### config.mk
export PLATFORM = sky130hd
export DESIGN_NAME = dhcp_reply_parser_unit
export DESIGN_NICKNAME = d
export VERILOG_FILES = /design/src/hdl/drp_pkg.sv /design/src/hdl/drp_in_stage.sv /design/src/hdl/drp_parse.sv /design/src/hdl/drp_out_stage.sv /design/src/hdl/dhcp_reply_parser_unit.sv
export SDC_FILE = /design/constraint.sdc
export NUM_CORES = 1
export LEC_CHECK = 0
export BUFFER_PORTS_ARGS = -buffer_cell sky130_fd_sc_hd__buf_2
export CORE_MARGIN = 10
export CORE_UTILIZATION = 61
export CTS_BUF_LIST = sky130_fd_sc_hd__clkbuf_8
export DETAILED_ROUTE_END_ITERATION = 10
export PLACE_DENSITY = 0.83
export SETUP_SLACK_MARGIN = 0.3
export SLEW_MARGIN = 20
export SYNTH_ARGS = -nofsm -noshare
export SYNTH_HDL_FRONTEND = slang
export SYNTH_SLANG_ARGS = --single-unit
### constraint.sdc
create_clock -name clk -period 10.8 [get_ports clk]
set_clock_uncertainty 0.2 [all_clocks]
set_input_delay 0.54 -clock clk [delete_from_list [all_inputs] [get_ports clk]]
set_output_delay 0.54 -clock clk [all_outputs]
set_load 0.05 [all_outputs]
### src/hdl/drp_pkg.sv
package drp_pkg;

  // Default buffer size in bytes; bytes at or beyond it are ignored.
  localparam int MAX_PACKET_BYTES_DEF = 548;

  // Fixed DHCP framing values.
  localparam int          HEADER_BYTES = 240;
  localparam logic [31:0] DHCP_COOKIE  = 32'h6382_5363;
  localparam logic [7:0]  REPLY_OP     = 8'd2;

  // Header byte positions.
  localparam int POS_OP         = 0;
  localparam int POS_XID_FIRST  = 4;
  localparam int POS_XID_LAST   = 7;
  localparam int POS_YIADDR_LO  = 16;
  localparam int POS_YIADDR_HI  = 19;
  localparam int POS_COOKIE_LO  = 236;
  localparam int POS_COOKIE_HI  = 239;

  // Option codes.
  localparam logic [7:0] OPT_PAD       = 8'd0;
  localparam logic [7:0] OPT_MASK      = 8'd1;
  localparam logic [7:0] OPT_ROUTER    = 8'd3;
  localparam logic [7:0] OPT_DNS       = 8'd6;
  localparam logic [7:0] OPT_MSG_TYPE  = 8'd53;
  localparam logic [7:0] OPT_SERVER_ID = 8'd54;
  localparam logic [7:0] OPT_END       = 8'd255;

  // Lease word slots.
  localparam int LEASE_WORDS  = 5;
  localparam int LW_ADDRESS   = 0;
  localparam int LW_MASK      = 1;
  localparam int LW_ROUTER    = 2;
  localparam int LW_DNS       = 3;
  localparam int LW_SERVER_ID = 4;

  // Configuration register indexes.
  localparam int          CFG_IDX_W        = 1;
  localparam logic [0:0]  CFG_EXPECTED_XID = 1'd0;
  localparam logic [0:0]  CFG_WANTED_TYPE  = 1'd1;
  localparam logic [31:0] XID_RESET        = 32'd1;
  localparam logic [7:0]  WANTED_RESET     = 8'd2;

  // Result status codes; ST_OK also means "no header fault".
  typedef enum logic [2:0] {
    ST_OK        = 3'd0,
    ST_SHORT     = 3'd1,
    ST_NOT_REPLY = 3'd2,
    ST_XID       = 3'd3,
    ST_COOKIE    = 3'd4,
    ST_TRUNC     = 3'd5,
    ST_TYPE      = 3'd6
  } status_t;

  // Option walker phases.
  typedef enum logic [3:0] {
    PH_TYPE  = 4'b0001,
    PH_LEN   = 4'b0010,
    PH_VALUE = 4'b0100,
    PH_DONE  = 4'b1000
  } phase_t;

  typedef struct packed {
    logic [7:0] data_byte;
    logic       last_byte;
  } drp_in_t;

  typedef struct packed {
    logic        accepted;
    status_t     status;
    logic [31:0] offered_address;
    logic [31:0] subnet_mask;
    logic [31:0] router_address;
    logic [31:0] dns_address;
    logic [31:0] server_id;
  } drp_out_t;

endpackage

### src/hdl/drp_in_stage.sv
module drp_in_stage (
  input  logic              clk,
  input  logic              rst_n,
  input  logic              in_valid,
  output logic              in_ready,
  input  drp_pkg::drp_in_t  in_data,
  input  logic              out_busy,
  output logic              step,
  output drp_pkg::drp_in_t  item
);

  logic             valid_r;
  logic             valid_nxt;
  drp_pkg::drp_in_t item_r;

  // A held byte moves on unless it is a last byte and the result slot is stalled.
  assign step      = valid_r && !(item_r.last_byte && out_busy);
  assign in_ready  = !valid_r || step;
  assign valid_nxt = (in_valid && in_ready) || (valid_r && !step);
  assign item      = item_r;

  always_ff @(posedge clk) begin
    if (!rst_n) begin
      valid_r <= 1'b0;
    end else begin
      valid_r <= valid_nxt;
    end
  end

  // Payload register loads on every accepted request.
  always_ff @(posedge clk) begin
    if (in_valid && in_ready) begin
      item_r <= in_data;
    end
  end

endmodule

### src/hdl/drp_parse.sv
module drp_parse #(
  parameter int MAX_PACKET_BYTES = drp_pkg::MAX_PACKET_BYTES_DEF
) (
  input  logic                           clk,
  input  logic                           rst_n,
  input  logic                           cfg_we,
  input  logic [drp_pkg::CFG_IDX_W-1:0]  cfg_index,
  input  logic [31:0]                    cfg_wdata,
  input  logic                           step,
  input  drp_pkg::drp_in_t               item,
  output drp_pkg::drp_out_t              result
);

  localparam int POS_W = $clog2(MAX_PACKET_BYTES + 1);
  localparam logic [POS_W-1:0] POS_MAX = POS_W'(MAX_PACKET_BYTES);
  localparam logic [POS_W-1:0] POS_HDR = POS_W'(drp_pkg::HEADER_BYTES);

  logic [31:0]      xid_r;
  logic [7:0]       wanted_r;
  logic [POS_W-1:0] pos_r, pos_nxt;
  drp_pkg::status_t hfault_r, hfault_nxt;
  logic [31:0]      shadow_r, shadow_nxt;
  logic [31:0]      lease_r   [drp_pkg::LEASE_WORDS];
  logic [31:0]      lease_nxt [drp_pkg::LEASE_WORDS];
  drp_pkg::phase_t  phase_r, phase_nxt;
  logic [7:0]       code_r, code_nxt;
  logic [7:0]       rem_r, rem_nxt;
  logic [7:0]       len_r, len_nxt;
  logic [31:0]      vcap_r, vcap_nxt;
  logic [7:0]       seen_r, seen_nxt;

  // Configuration writes.
  always_ff @(posedge clk) begin
    if (!rst_n) begin
      xid_r    <= drp_pkg::XID_RESET;
      wanted_r <= drp_pkg::WANTED_RESET;
    end else if (cfg_we) begin
      unique case (cfg_index)
        drp_pkg::CFG_EXPECTED_XID: xid_r    <= cfg_wdata;
        drp_pkg::CFG_WANTED_TYPE:  wanted_r <= cfg_wdata[7:0];
        default: ;
      endcase
    end
  end

  // Per-byte header check, option walk and result build.
  always_comb begin
    logic [7:0] b;
    logic       commit;
    logic [7:0] rem_dec;
    logic [7:0] taken;
    b          = item.data_byte;
    commit     = 1'b0;
    rem_dec    = rem_r - 8'd1;
    taken      = len_r - rem_r;
    pos_nxt    = pos_r;
    hfault_nxt = hfault_r;
    shadow_nxt = shadow_r;
    lease_nxt  = lease_r;
    phase_nxt  = phase_r;
    code_nxt   = code_r;
    rem_nxt    = rem_r;
    len_nxt    = len_r;
    vcap_nxt   = vcap_r;
    seen_nxt   = seen_r;
    result     = '0;

    if (step && (pos_r < POS_MAX)) begin
      pos_nxt = pos_r + POS_W'(1);
      if (pos_r < POS_HDR) begin
        // Fixed header fields.
        if (pos_r == POS_W'(drp_pkg::POS_OP) && b != drp_pkg::REPLY_OP &&
            hfault_r == drp_pkg::ST_OK) begin
          hfault_nxt = drp_pkg::ST_NOT_REPLY;
        end
        if (pos_r >= POS_W'(drp_pkg::POS_XID_FIRST) &&
            pos_r <= POS_W'(drp_pkg::POS_XID_LAST)) begin
          vcap_nxt = {vcap_r[23:0], b};
          if (pos_r == POS_W'(drp_pkg::POS_XID_LAST) && vcap_nxt != xid_r &&
              hfault_r == drp_pkg::ST_OK) begin
            hfault_nxt = drp_pkg::ST_XID;
          end
        end
        if (pos_r >= POS_W'(drp_pkg::POS_YIADDR_LO) &&
            pos_r <= POS_W'(drp_pkg::POS_YIADDR_HI)) begin
          shadow_nxt = {shadow_r[23:0], b};
        end
        if (pos_r == POS_W'(drp_pkg::POS_COOKIE_LO)) begin
          vcap_nxt = {24'd0, b};
        end else if (pos_r > POS_W'(drp_pkg::POS_COOKIE_LO) &&
                     pos_r <= POS_W'(drp_pkg::POS_COOKIE_HI)) begin
          vcap_nxt = {vcap_r[23:0], b};
        end
        if (pos_r == POS_W'(drp_pkg::POS_COOKIE_HI)) begin
          if (vcap_nxt != drp_pkg::DHCP_COOKIE && hfault_r == drp_pkg::ST_OK) begin
            hfault_nxt = drp_pkg::ST_COOKIE;
          end
          if (hfault_nxt == drp_pkg::ST_OK) begin
            lease_nxt[drp_pkg::LW_ADDRESS] = shadow_r;
          end
          vcap_nxt = '0;
        end
      end else if (hfault_r == drp_pkg::ST_OK) begin
        // Option walker.
        unique case (phase_r)
          drp_pkg::PH_TYPE: begin
            if (b == drp_pkg::OPT_END) begin
              phase_nxt = drp_pkg::PH_DONE;
            end else if (b != drp_pkg::OPT_PAD) begin
              code_nxt  = b;
              phase_nxt = drp_pkg::PH_LEN;
            end
          end
          drp_pkg::PH_LEN: begin
            len_nxt  = b;
            rem_nxt  = b;
            vcap_nxt = '0;
            // A zero-length option never matches a captured field.
            phase_nxt = (b == 8'd0) ? drp_pkg::PH_TYPE : drp_pkg::PH_VALUE;
          end
          drp_pkg::PH_VALUE: begin
            if (taken < 8'd4) begin
              vcap_nxt = {vcap_r[23:0], b};
            end
            rem_nxt = rem_dec;
            if (rem_dec == 8'd0) begin
              commit    = 1'b1;
              phase_nxt = drp_pkg::PH_TYPE;
            end
          end
          drp_pkg::PH_DONE: ;
          default: ;
        endcase
      end
    end

    // Commit a completed value option.
    if (commit) begin
      if (code_r == drp_pkg::OPT_MSG_TYPE && len_r == 8'd1) begin
        seen_nxt = vcap_nxt[7:0];
      end else if (len_r >= 8'd4) begin
        if (code_r == drp_pkg::OPT_MASK) begin
          lease_nxt[drp_pkg::LW_MASK] = vcap_nxt;
        end else if (code_r == drp_pkg::OPT_ROUTER) begin
          lease_nxt[drp_pkg::LW_ROUTER] = vcap_nxt;
        end else if (code_r == drp_pkg::OPT_DNS) begin
          lease_nxt[drp_pkg::LW_DNS] = vcap_nxt;
        end else if (code_r == drp_pkg::OPT_SERVER_ID) begin
          lease_nxt[drp_pkg::LW_SERVER_ID] = vcap_nxt;
        end
      end
    end

    // Status priority: short, header fault, truncated option, wrong type.
    priority if (pos_nxt < POS_HDR) begin
      result.status = drp_pkg::ST_SHORT;
    end else if (hfault_nxt != drp_pkg::ST_OK) begin
      result.status = hfault_nxt;
    end else if (phase_nxt == drp_pkg::PH_LEN || phase_nxt == drp_pkg::PH_VALUE) begin
      result.status = drp_pkg::ST_TRUNC;
    end else if (seen_nxt != wanted_r) begin
      result.status = drp_pkg::ST_TYPE;
    end else begin
      result.status = drp_pkg::ST_OK;
    end
    result.accepted        = (result.status == drp_pkg::ST_OK);
    result.offered_address = lease_nxt[drp_pkg::LW_ADDRESS];
    result.subnet_mask     = lease_nxt[drp_pkg::LW_MASK];
    result.router_address  = lease_nxt[drp_pkg::LW_ROUTER];
    result.dns_address     = lease_nxt[drp_pkg::LW_DNS];
    result.server_id       = lease_nxt[drp_pkg::LW_SERVER_ID];

    // The last byte closes the packet; the lease carries over.
    if (step && item.last_byte) begin
      pos_nxt    = '0;
      hfault_nxt = drp_pkg::ST_OK;
      shadow_nxt = '0;
      phase_nxt  = drp_pkg::PH_TYPE;
      code_nxt   = '0;
      rem_nxt    = '0;
      len_nxt    = '0;
      vcap_nxt   = '0;
      seen_nxt   = '0;
    end
  end

  // Packet and lease state.
  always_ff @(posedge clk) begin
    if (!rst_n) begin
      pos_r    <= '0;
      hfault_r <= drp_pkg::ST_OK;
      shadow_r <= '0;
      lease_r  <= '{default: '0};
      phase_r  <= drp_pkg::PH_TYPE;
      code_r   <= '0;
      rem_r    <= '0;
      len_r    <= '0;
      vcap_r   <= '0;
      seen_r   <= '0;
    end else begin
      pos_r    <= pos_nxt;
      hfault_r <= hfault_nxt;
      shadow_r <= shadow_nxt;
      lease_r  <= lease_nxt;
      phase_r  <= phase_nxt;
      code_r   <= code_nxt;
      rem_r    <= rem_nxt;
      len_r    <= len_nxt;
      vcap_r   <= vcap_nxt;
      seen_r   <= seen_nxt;
    end
  end

endmodule

### src/hdl/drp_out_stage.sv
module drp_out_stage (
  input  logic               clk,
  input  logic               rst_n,
  input  logic               load,
  input  drp_pkg::drp_out_t  result,
  input  logic               out_ready,
  output logic               out_valid,
  output drp_pkg::drp_out_t  out_data,
  output logic               out_busy
);

  logic              valid_r;
  logic              valid_nxt;
  drp_pkg::drp_out_t data_r;

  // The slot is busy while a result waits for a stalled receiver.
  assign out_busy  = valid_r && !out_ready;
  assign valid_nxt = load || out_busy;
  assign out_valid = valid_r;
  assign out_data  = data_r;

  always_ff @(posedge clk) begin
    if (!rst_n) begin
      valid_r <= 1'b0;
    end else begin
      valid_r <= valid_nxt;
    end
  end

  always_ff @(posedge clk) begin
    if (load) begin
      data_r <= result;
    end
  end

endmodule

### src/hdl/dhcp_reply_parser_unit.sv
// DHCP reply parser.
// Input channel (in_valid/in_ready/in_data): one payload byte per request,
// with last_byte set on the final byte of the datagram. Result channel
// (out_valid/out_ready/out_data): one result per datagram, carrying the
// status, the accepted flag and the five lease words as they stand after
// the last byte. Configuration (cfg_we/cfg_index/cfg_wdata) sets the
// expected transaction id (index 0) and the wanted message type (index 1);
// write it only while no datagram is in flight.
// Throughput is one byte per cycle, except while a last byte waits for a busy
// result slot. A byte is held in the input register and the parser state
// updates as it leaves; the result is built from that update and loaded into
// the output register as the last byte leaves the input register.
// Reset clears the lease, the configuration to its defaults (id 1, type 2)
// and the per-datagram state. When the receiver stalls, a pending result
// holds; ordinary bytes keep flowing, and a further last byte waits in the
// input register until the result slot frees.
module dhcp_reply_parser_unit #(
  parameter int MAX_PACKET_BYTES = drp_pkg::MAX_PACKET_BYTES_DEF
) (
  input  logic                           clk,
  input  logic                           rst_n,
  input  logic                           in_valid,
  output logic                           in_ready,
  input  drp_pkg::drp_in_t               in_data,
  output logic                           out_valid,
  input  logic                           out_ready,
  output drp_pkg::drp_out_t              out_data,
  input  logic                           cfg_we,
  input  logic [drp_pkg::CFG_IDX_W-1:0]  cfg_index,
  input  logic [31:0]                    cfg_wdata
);

  logic              step;
  logic              out_busy;
  drp_pkg::drp_in_t  item;
  drp_pkg::drp_out_t result;

  drp_in_stage u_in (
    .clk      (clk),
    .rst_n    (rst_n),
    .in_valid (in_valid),
    .in_ready (in_ready),
    .in_data  (in_data),
    .out_busy (out_busy),
    .step     (step),
    .item     (item)
  );

  drp_parse #(
    .MAX_PACKET_BYTES (MAX_PACKET_BYTES)
  ) u_parse (
    .clk       (clk),
    .rst_n     (rst_n),
    .cfg_we    (cfg_we),
    .cfg_index (cfg_index),
    .cfg_wdata (cfg_wdata),
    .step      (step),
    .item      (item),
    .result    (result)
  );

  drp_out_stage u_out (
    .clk       (clk),
    .rst_n     (rst_n),
    .load      (step && item.last_byte),
    .result    (result),
    .out_ready (out_ready),
    .out_valid (out_valid),
    .out_data  (out_data),
    .out_busy  (out_busy)
  );

endmodule

# == Word-level counts from Yosys, hierarchy flattened ==
# Index checks and enable logic that the tools add are counted.
# totals
reg_bits,488
output_inout_bits,166
# classes
n_lt_le_gt_ge,11
eq_ne,19
n_reduce_logical,40
n_mux,56
bitwise,4
add_sub_neg,3
# op_table
operator,n
2-to-1 mux 32 bit,19
2-to-1 mux 128 bit,3
2-to-1 mux 96 bit,1
2-to-1 mux 64 bit,1
case mux 32 bit (2 select lines),1
2-to-1 mux 3 bit,15
"inequality test 32 x 31 -> 1 bit, second input constant",1
inequality test 32 bit,1
2-to-1 mux 4 bit,6
"== test 10 x 8 -> 1 bit, second input constant",2
"< comparator 10 x 8 -> 1 bit, second input constant",2
"== test 8 x 1 -> 1 bit, second input constant",2
"== test 8 x 6 -> 1 bit, second input constant",2
logical AND 1 bit,16
zero test 8 bit,2
2-to-1 mux 8 bit,2
case mux 8 bit (2 select lines),1
case mux 4 bit (3 select lines),1
"adder 10 x 1 -> 10 bit, second input constant",1
"== test 10 x 3 -> 1 bit, second input constant",1
"greater-or-equal comparator 10 x 3 -> 1 bit, second input constant",1
"greater-or-equal comparator 10 x 5 -> 1 bit, second input constant",1
"> comparator 10 x 8 -> 1 bit, second input constant",1
"<= comparator 10 x 3 -> 1 bit, second input constant",1
other kinds (30),49

# == Longest topological paths before layout ==
# Gate-level depths: netlist (run 1).
# logic_depth
word_depth,20
ltp_mapped,14
ltp_nobuf,11

# == Hierarchy ==
# Synthesis (run 1) repeated with hierarchy kept, for this count alone.
# hier_totals
cells_unflattened,1818
hier_area_um2,19386.1
# modules_own_cells
module,area_per_inst_um2,seq_area_each_um2,instances,cells_per_inst
drp_parse,14088.5,6266.0,1,1635
drp_out_stage,4966.0,4944.7,1,167
drp_in_stage,325.3,290.3,1,15
dhcp_reply_parser_unit,6.3,0.0,1,1

# == Worst setup path after synthesis (run 1) ==
# No wires, ideal clock.
# synth_path
path_kind,register -> register
from,reg u_out.valid_r (netlist: u_out.out_valid)
to,reg u_parse.vcap_r[5]
stages_incl_launch_ff,5
t_arrival_ps,8905
slack_ps,1568
period_less_slack_ps,9232
setup_ps,127
path_cell_list,dfxtp_1 -> nor2b_1 -> nor2_1 -> nor2_1 -> and2_1
# synth_between
elab_chain_len,6
elab_cells_between_ends,8
# synth_lines
element,line_no,source
start: declaration,drp_out_stage.sv:12,logic valid_r;
start signal: assignment,drp_out_stage.sv:26,valid_r <= valid_nxt;
logical AND 1 bit,drp_out_stage.sv:17,assign out_busy = valid_r && !out_ready;
logical AND 1 bit,drp_in_stage.sv:17,assign step = valid_r && !(item_r.last_byte && out_busy);
zero test 1 bit,drp_in_stage.sv:17,
logical AND 1 bit,drp_in_stage.sv:17,
logical AND 1 bit,--,
named net u_out.load,drp_out_stage.sv:4,"input logic load,"
OR reduction 2 bit (no source line),--,
end signal: assignment,drp_parse.sv:209,vcap_r <= vcap_nxt;
end: declaration,drp_parse.sv:29,"logic [31:0] vcap_r, vcap_nxt;"
# The timed path passes the listed nets, and every way through them passes these cells.
# A chain may end at the register's enable or synchronous reset.

# == Final worst setup path (run 1) ==
# layout_path
from,reg u_parse.rem_r[5]
to,reg u_parse.lease_r[18] (netlist bit)
# layout_between
elab_chain_len,14
elab_cells_between_ends,21
# layout_lines
element,line_no,source
start: declaration,drp_parse.sv:27,"logic [7:0] rem_r, rem_nxt;"
start signal: assignment,drp_parse.sv:207,rem_r <= rem_nxt;
subtractor 8 bit,drp_parse.sv:55,taken = len_r - rem_r;
< comparator 8 x 3 -> 1 bit,drp_parse.sv:122,if (taken < 8'd4) begin
2-to-1 mux 32 bit,drp_parse.sv:122,
case mux 32 bit (2 select lines),drp_parse.sv:105,unique case (phase_r)
2-to-1 mux 32 bit,drp_parse.sv:103,end else if (hfault_r == drp_pkg::ST_OK) begin
2-to-1 mux 32 bit,drp_parse.sv:70,if (pos_r < POS_HDR) begin
2-to-1 mux 32 bit,drp_parse.sv:68,if (step && (pos_r < POS_MAX)) begin
2-to-1 mux 32 bit,drp_parse.sv:148,end else if (code_r == drp_pkg::OPT_SERVER_ID) begin
2-to-1 mux 32 bit,drp_parse.sv:146,end else if (code_r == drp_pkg::OPT_DNS) begin
2-to-1 mux 64 bit,drp_parse.sv:144,end else if (code_r == drp_pkg::OPT_ROUTER) begin
2-to-1 mux 96 bit,drp_parse.sv:142,if (code_r == drp_pkg::OPT_MASK) begin
2-to-1 mux 128 bit,drp_parse.sv:141,end else if (len_r >= 8'd4) begin
2-to-1 mux 128 bit,drp_parse.sv:139,if (code_r == drp_pkg::OPT_MSG_TYPE && len_r == 8'd1) begin
2-to-1 mux 128 bit *,drp_parse.sv:138,if (commit) begin
end signal: assignment,drp_parse.sv:204,lease_r <= lease_nxt;
end: declaration,drp_parse.sv:23,logic [31:0] lease_r [drp_pkg::LEASE_WORDS];
# Every way passes the cells marked *; elsewhere a longest branch is shown, timed or not.

==> results.ini, run 1 <==
[yosys]
netlist_instances = 1893
yosysTopAreaCellShare_pct = 32.7
yosys-top-cells-area = dfxtp_1, edfxtp_1, a21oi_1, nand2_1, nor2_1
ys_ff_latch = 488
synthAdderAreaFrac_pct = 0.650
synth_top_family_by_area = simple AND/OR/NAND/NOR gates
synth_mux_area_share_pct = 2.42
synth_simple_gate_area_share_pct = 16.1
yosys.cell_types.count = 78
syn_avg_cell_area_um2 = 10.2
synth_area_um2 = 19300
async_flop_share_pct = 0
synthXorXnorAreaFrac_pct = 2.41
synth_ff_type = dfxtp_1
synth-compound-area-share_pct = 15.4
seq_area_frac_synth_pct = 59.7
yosysMostFrequentCell = dfxtp_1
synth.largest_area_cell = dfxtp_1
synth_warnings = 0
synthTopCellsByCount = dfxtp_1, nand2_1, a21oi_1
syn_nets = 1950
synth_edf_count = 173

[sta]
rsz0062_at_grt = false
timing.hold.ws_ns = 0.0183
drv_slew = 0
slew_headroom_pct = 24.6
fmax_mhz = 210
setup_viol = 0
fin_crit_sh_pct = 44.0
fin_ws_ns = 6.05
tns_ns = 0
hold_violations = 0
worst_slew_pin_slew_ns = 1.13
period_minus_slack_ns = 4.75

[clock_network]
post_cts_resized = 0
cts_tree = built
cts.sinks = 488
cts_max_path_buffers = 3
cts_max_level = 3
cts_setup_buffers = 0
clkTransAtPathRegs_ns = 0.06
clk-insertion-delay-late_ns = 0.62
cts_buffers = 76
cts_root_buf = clkbuf_8

[cells_and_area]
synthToLayoutAreaGrowth_pct = 16.7
final_util_pct = 71.6
multi_input_area_um2 = 7170
fillerInstances = 2268
layout.area.seq_um2 = 11500
drive_above_1_share_pct = 17.1
fin_nets = 2164

[global_route]
grt_pass1_vias = 14900
grt_use_total_pct = 26.0
grt_first_pass_wirelength_um = 81000
grt_overflow_total = 0
grt_max_degree = 107
antenna_found_initial = 1

[detailed_routing]
vias = 15400
route.detailed.drc = 0
post_drt_wl_per_cell_um = 20.4
drtIter0Drc = 1625
finalWirelength_um = 52500
ant_nets = 0
viasPerCell = 5.99
first_pass_iters = 5

[die]
dieArea_um2 = 39100
core_area_um2 = 31400
row_count = 65
fp.dieH_um = 198
die_w_um = 198
initial_core_util_pct = 61.4
pin_count = 213

[power]
vdd_ir_drop_max_mv = 0.0948
leakage_nw = 8.16
powerDensity_nw_per_um2 = 167
design_power_total_w = 0.00375

[worst_setup_path]
critical-path-slowest-cell = nor2_2
crit_buf_inv = 1
cp-end-kind = register
cp-start-kind = register
crit_chain = inv_1 -> ha_1 -> nor2b_1 -> a221oi_1 -> o211ai_1 -> or3_1 -> nor4_4 -> a32oi_1 -> nor2_2 -> a22oi_1 -> a211oi_1
cpPeakStageDelay_ns = 0.80
rr_startpoint = u_parse.rem_r[5]
required_ns = 11.11
reg2regPathDepth = 11
path_max_fanout = 24
path_delay_family = simple AND/OR/NAND/NOR gates
r2r-end = u_parse.lease_r[18]
r2r_setup_slack_ns = 6.05
path_class = register to register
cp.arrival_ns = 5.07

[placed_design]
pre_cts_slack_ns = 6.13
hpwlAfterDp_um = 34300
port-buffer-count = 212
place.gp.congestion = 0.985

[job]
maxCapViolCount = 0

[min_path]
hold_class = input pin to register
min_to = u_parse.xid_r[5]
hold_depth = 3
hp-start = cfg_wdata[5]

[outcome]
status = finished clean

## registers in the layout, summed over array words and instances, names as in the netlist, 3 cells and up
register and count:
u_parse.phase_r 4, u_parse.len_r 8, u_parse.rem_r 8, u_parse.hfault_r 3, u_parse.vcap_r 32, u_parse.wanted_r 8
u_out.out_data 164, u_parse.code_r 8, u_parse.pos_r 10, u_parse.seen_r 8, u_parse.xid_r 32, u_parse.shadow_r 32
u_in.item 9, u_parse.lease_r 160
## per-stage QoR
| stage | area (um2) | std cells |
|---|---|---|
| finish | 22500 | 2572 |
| global route | 22500 | 2572 |
| CTS | 22500 | 2571 |
| detailed placement | 20500 | 2391 |
| global placement | 20500 | 2390 |
| floorplan | 19300 | 1893 |
## layout make-up
type,count,share of cell area (%)
inverters,33,0.562
clock inverters,48,1.46
clock buffers,92,5.63
well taps,402,2.24
multi-input cells,1241,31.9
flip-flops and latches,488,51.1
repair buffers,267,7.05
diodes,1,0.0111
## layout by cell type (no fill, tap or decap), types with 37 or more instances in the layout
cell type,instances
xor2_1,37
and2_1,67
inv_1,55
clkbuf_8,92
buf_2,212
edfxtp_1,173
nand2_1,228
a21oi_1,212
a211oi_1,101
dlygate4sd3_1,40
nor2_1,204
o21ai_0,51
dfxtp_1,315
## where the power goes
part / leakage [nW] / switching, W / internal, W / total, W
clock: 0.913 / 0.000732 / 0.000858 / 0.00159
combinational: 3.31 / 0.000156 / 0.0000491 / 0.000205
sequential: 3.93 / 0.0000250 / 0.00193 / 0.00196
## timing repair
item	CTS	global route
hold buffers	40	0
endpoints found under the hold margin	40	0
endpoints found under the setup margin	0	0
## routing by layer
| layer | up-vias | global-route usage (%) | wire (um) |
|---|---|---|---|
| li1 | 7214 | - | - |
| met3 | 122 | 6.72 | 5120 |
| met1 | 7302 | 34.0 | 21700 |
| met5 | - | 0 | 0 |
| met2 | 759 | 41.0 | 24200 |
| met4 | 0 | 9.25 | 1540 |
## how the worst max path moves through the flow
stage | from | end | depth (start not counted)
finish | u_parse.rem_r[5] | u_parse.lease_r[18] | 11
global route | u_parse.rem_r[4] | u_parse.lease_r[82] | 11
CTS | u_parse.rem_r[5] | u_parse.lease_r[82] | 11
detailed placement | u_parse.rem_r[5] | u_parse.lease_r[22] | 11
global placement | u_parse.pos_r[2] | u_out.out_data[162] | 8
floorplan | u_out.out_valid | u_parse.vcap_r[5] | 4
## worst reg2reg max path: cells and delay by family (launching register included)
kind,cells,cell delay (ns)
AO/OA/AOI/OAI,5,1.60
flip-flops,1,0.43
buffers and inverters,1,0.11
adder cells (fa/ha/maj),1,0.37
AND/OR/NAND/NOR,4,1.94
## kinds of logic after synthesis
logic type,Yosys count
AO/OA/AOI/OAI,478
XOR/XNOR,53
adder cells (fa/ha/maj),10
buffers and inverters,164
flip-flops,488
multiplexers,42
AND/OR/NAND/NOR,658
Note: power is estimated with default switching activity, not from simulation.
==> run 2, diff against run 1 <==
CORE_UTILIZATION = 55   (was 61)
PLACE_DENSITY = 0.79   (was 0.83)
clock period = 4.1 ns   (was 10.8 ns; I/O delays follow)
==> run 2 against run 1 <==
- global-route usage down 1.7 points
- first-iteration DRC count down 17%
- routed wire length up 7.2%
- power rose to 2.6 times the previous value
- flip-flop and latch count unchanged
- register-to-register slack worse by 5.7 ns
- utilization down 3.5 points
- non-clock buffer count up 69
- highest routed layer unchanged
==> results.ini, run 2 (synthesis results as in run 1) <==
[outcome]
status = finished clean

[die]
initial_core_util_pct = 55.8  ; -5.6 points
core_area_um2 = 34500  ; +10%
pin_count = 213  ; unchanged
fp.dieH_um = 207  ; +4.8%
row_count = 68  ; +4.6%
dieArea_um2 = 42900  ; +9.8%
die_w_um = 207  ; +4.8%

[sta]
setup_viol = 0  ; unchanged
hold_violations = 0  ; unchanged
rsz0062_at_grt = true
period_minus_slack_ns = 3.76  ; -0.996 ns
fmax_mhz = 266  ; +27%
slew_headroom_pct = 25.4  ; +0.84 points
fin_crit_sh_pct = 91.6  ; +48 points
drv_slew = 0  ; unchanged
worst_slew_pin_slew_ns = 1.12  ; -0.0127 ns

[power]
design_power_total_w = 0.00964  ; +160%
pwr-share-clk_pct = 40.8  ; -1.6 points
p_seq_share_pct = 53.3  ; +1.2 points
switching_power_w = 0.00236  ; +160%
power_frac_comb_pct = 5.9  ; +0.4 points
vdd_ir_drop_max_mv = 0.256  ; +170%
p_int_w = 0.00729  ; +160%
swShare_pct = 24.4  ; +0.099 points
leakage_nw = 8.60  ; +5.4%
powerDensity_nw_per_um2 = 409  ; +150%

[detailed_routing]
first_pass_iters = 6  ; +1
vias = 15900  ; +3.3%
drtIter0Drc = 1344  ; -17%
viasPerCell = 5.90  ; -1.5%
wl_met2_um = 26000  ; +7.6%
post_drt_wl_per_cell_um = 20.9  ; +2.2%
finalWirelength_um = 56300  ; +7.2%
ant_nets = 0  ; unchanged
routed.top_layer = met4
met1_length_um = 23600  ; +8.9%
route.detailed.drc = 0  ; unchanged
wl_met3_um = 4930  ; -3.6%

[clock_network]
cts_root_buf = clkbuf_8
clk-insertion-delay-late_ns = 0.62  ; about the same
cts_max_path_buffers = 3  ; unchanged
cts_tree = built
cts_buffers = 77  ; +1.3%
cts_max_level = 3  ; unchanged
cts.sinks = 488  ; unchanged
clkTransAtPathRegs_ns = 0.06  ; about the same

[cells_and_area]
final_util_pct = 68.2  ; -3.5 points
final_cell_mix = dfxtp_1, nand2_1, buf_2
antenna_cells = 0  ; -1
final_common_cell = dfxtp_1
largest_reg_flops = 164  ; unchanged
fillerInstances = 2597  ; +15%
drive_above_1_share_pct = 21.2  ; +4.2 points
fin_nets = 2236  ; +3.3%
synthToLayoutAreaGrowth_pct = 22.3

[job]
maxCapViolCount = 0  ; unchanged

[placed_design]
place.gp.congestion = 0.924  ; -6.2%
hpwlAfterDp_um = 36400  ; +6.3%
port-buffer-count = 212  ; unchanged

[global_route]
grt_first_pass_wirelength_um = 84800  ; +4.6%
grt_max_degree = 165  ; +54%
antenna_found_initial = 0  ; -1
grt_overflow_total = 0  ; unchanged
grt_pass1_vias = 15100  ; +1.3%
grt_use_total_pct = 24.3  ; -1.7 points

[worst_setup_path]
path_max_fanout = 6  ; -75%
cp.arrival_ns = 3.86  ; -1.21 ns
required_ns = 4.21  ; -6.90 ns
path_class = register to register
cp-start-kind = register
cp-end-kind = register

[min_path]
hold_class = input pin to register

## run 2: cell count changes in the layout (fill, tap and decap cells not counted), sizes merged
cell	delta
clkbuf	-7
nor2	+1
buf	+58
or2	+1
clkinvlp	+2
dlygate4sd3	+9
inv	+19
clkinv	-9
diode	-1
## run 2: worst paths after layout
path                              from                   end  slack (ns)  depth (start not counted)
setup / recovery      u_parse.rem_r[2]   u_out.out_data[162]        0.34                         12
hold / removal              in_data[1]          u_in.item[1]        0.11                          2
setup reg to reg      u_parse.rem_r[2]   u_out.out_data[162]        0.34                         12
hold reg to reg   u_parse.shadow_r[28]  u_parse.shadow_r[28]        0.25                          2
## run 2: per-stage QoR
step / setup TNS (ns) / worst slack [ns] / hold slack, ns / area [um2] / cells
global placement: -49.62 / -0.361 / 0.183 / 20900 / 2475
finish: 0 / 0.343 / 0.111 / 23500 / 2698
floorplan: 0 / 0.154 / 0.104 / 19300 / 1893
CTS: 0 / 0.296 / 0.0753 / 23200 / 2676
detailed placement: -58.09 / -0.428 / 0.184 / 20900 / 2475
global route: 0 / 0.265 / 0.0948 / 23500 / 2698
## run 2: power by group through the flow
stage               combinational, W  sequential (W)  clock, W
global route                0.000599         0.00514   0.00422
finish                      0.000569         0.00514   0.00393
floorplan                   0.000158         0.00544         0
detailed placement          0.000527         0.00524         0
global placement            0.000522         0.00524         0
CTS                         0.000566         0.00514   0.00399
## run 2: worst max-delay path: stages, from the launching register on
cell and delay, ns:
dfxtp_4 0.36, inv_1 0.12, ha_4 0.22, a21o_1 0.15, a31o_2 0.23, a221o_1 0.39, xor2_4 0.21, buf_6 0.17
nor4_4 0.28, a311oi_2 0.11, a32o_2 0.32, o41ai_4 0.49, a41oi_2 0.21
## run 2: area by class of cell
type / count / area (um2) / area share, %
clock buffer: 83 / 1140 / 4.85
clock inverter: 60 / 327 / 1.39
inverter: 33 / 126 / 0.537
multi-input combinational: 1243 / 7530 / 32.0
sequential: 488 / 11500 / 48.9
tap: 455 / 569 / 2.42
timing repair buffer: 336 / 2330 / 9.90
## run 2: routing by layer
layer  global-route usage, %  vias up
met3                    6.42      131
met2                    38.4      725
met5                       0        -
li1                        -     7374
met1                    31.4     7679
met4                    9.28        0
## run 2: what timing repair did
action / in CTS / in global routing
cloned: 1 / 3
buffers inserted: 8 / 19
gates resized for setup: 51 / 24
pin swaps: 8 / 22
hold endpoints to repair: 70 / 0
hold buffers: 49 / 0
endpoints found under the setup margin: 242 / 247
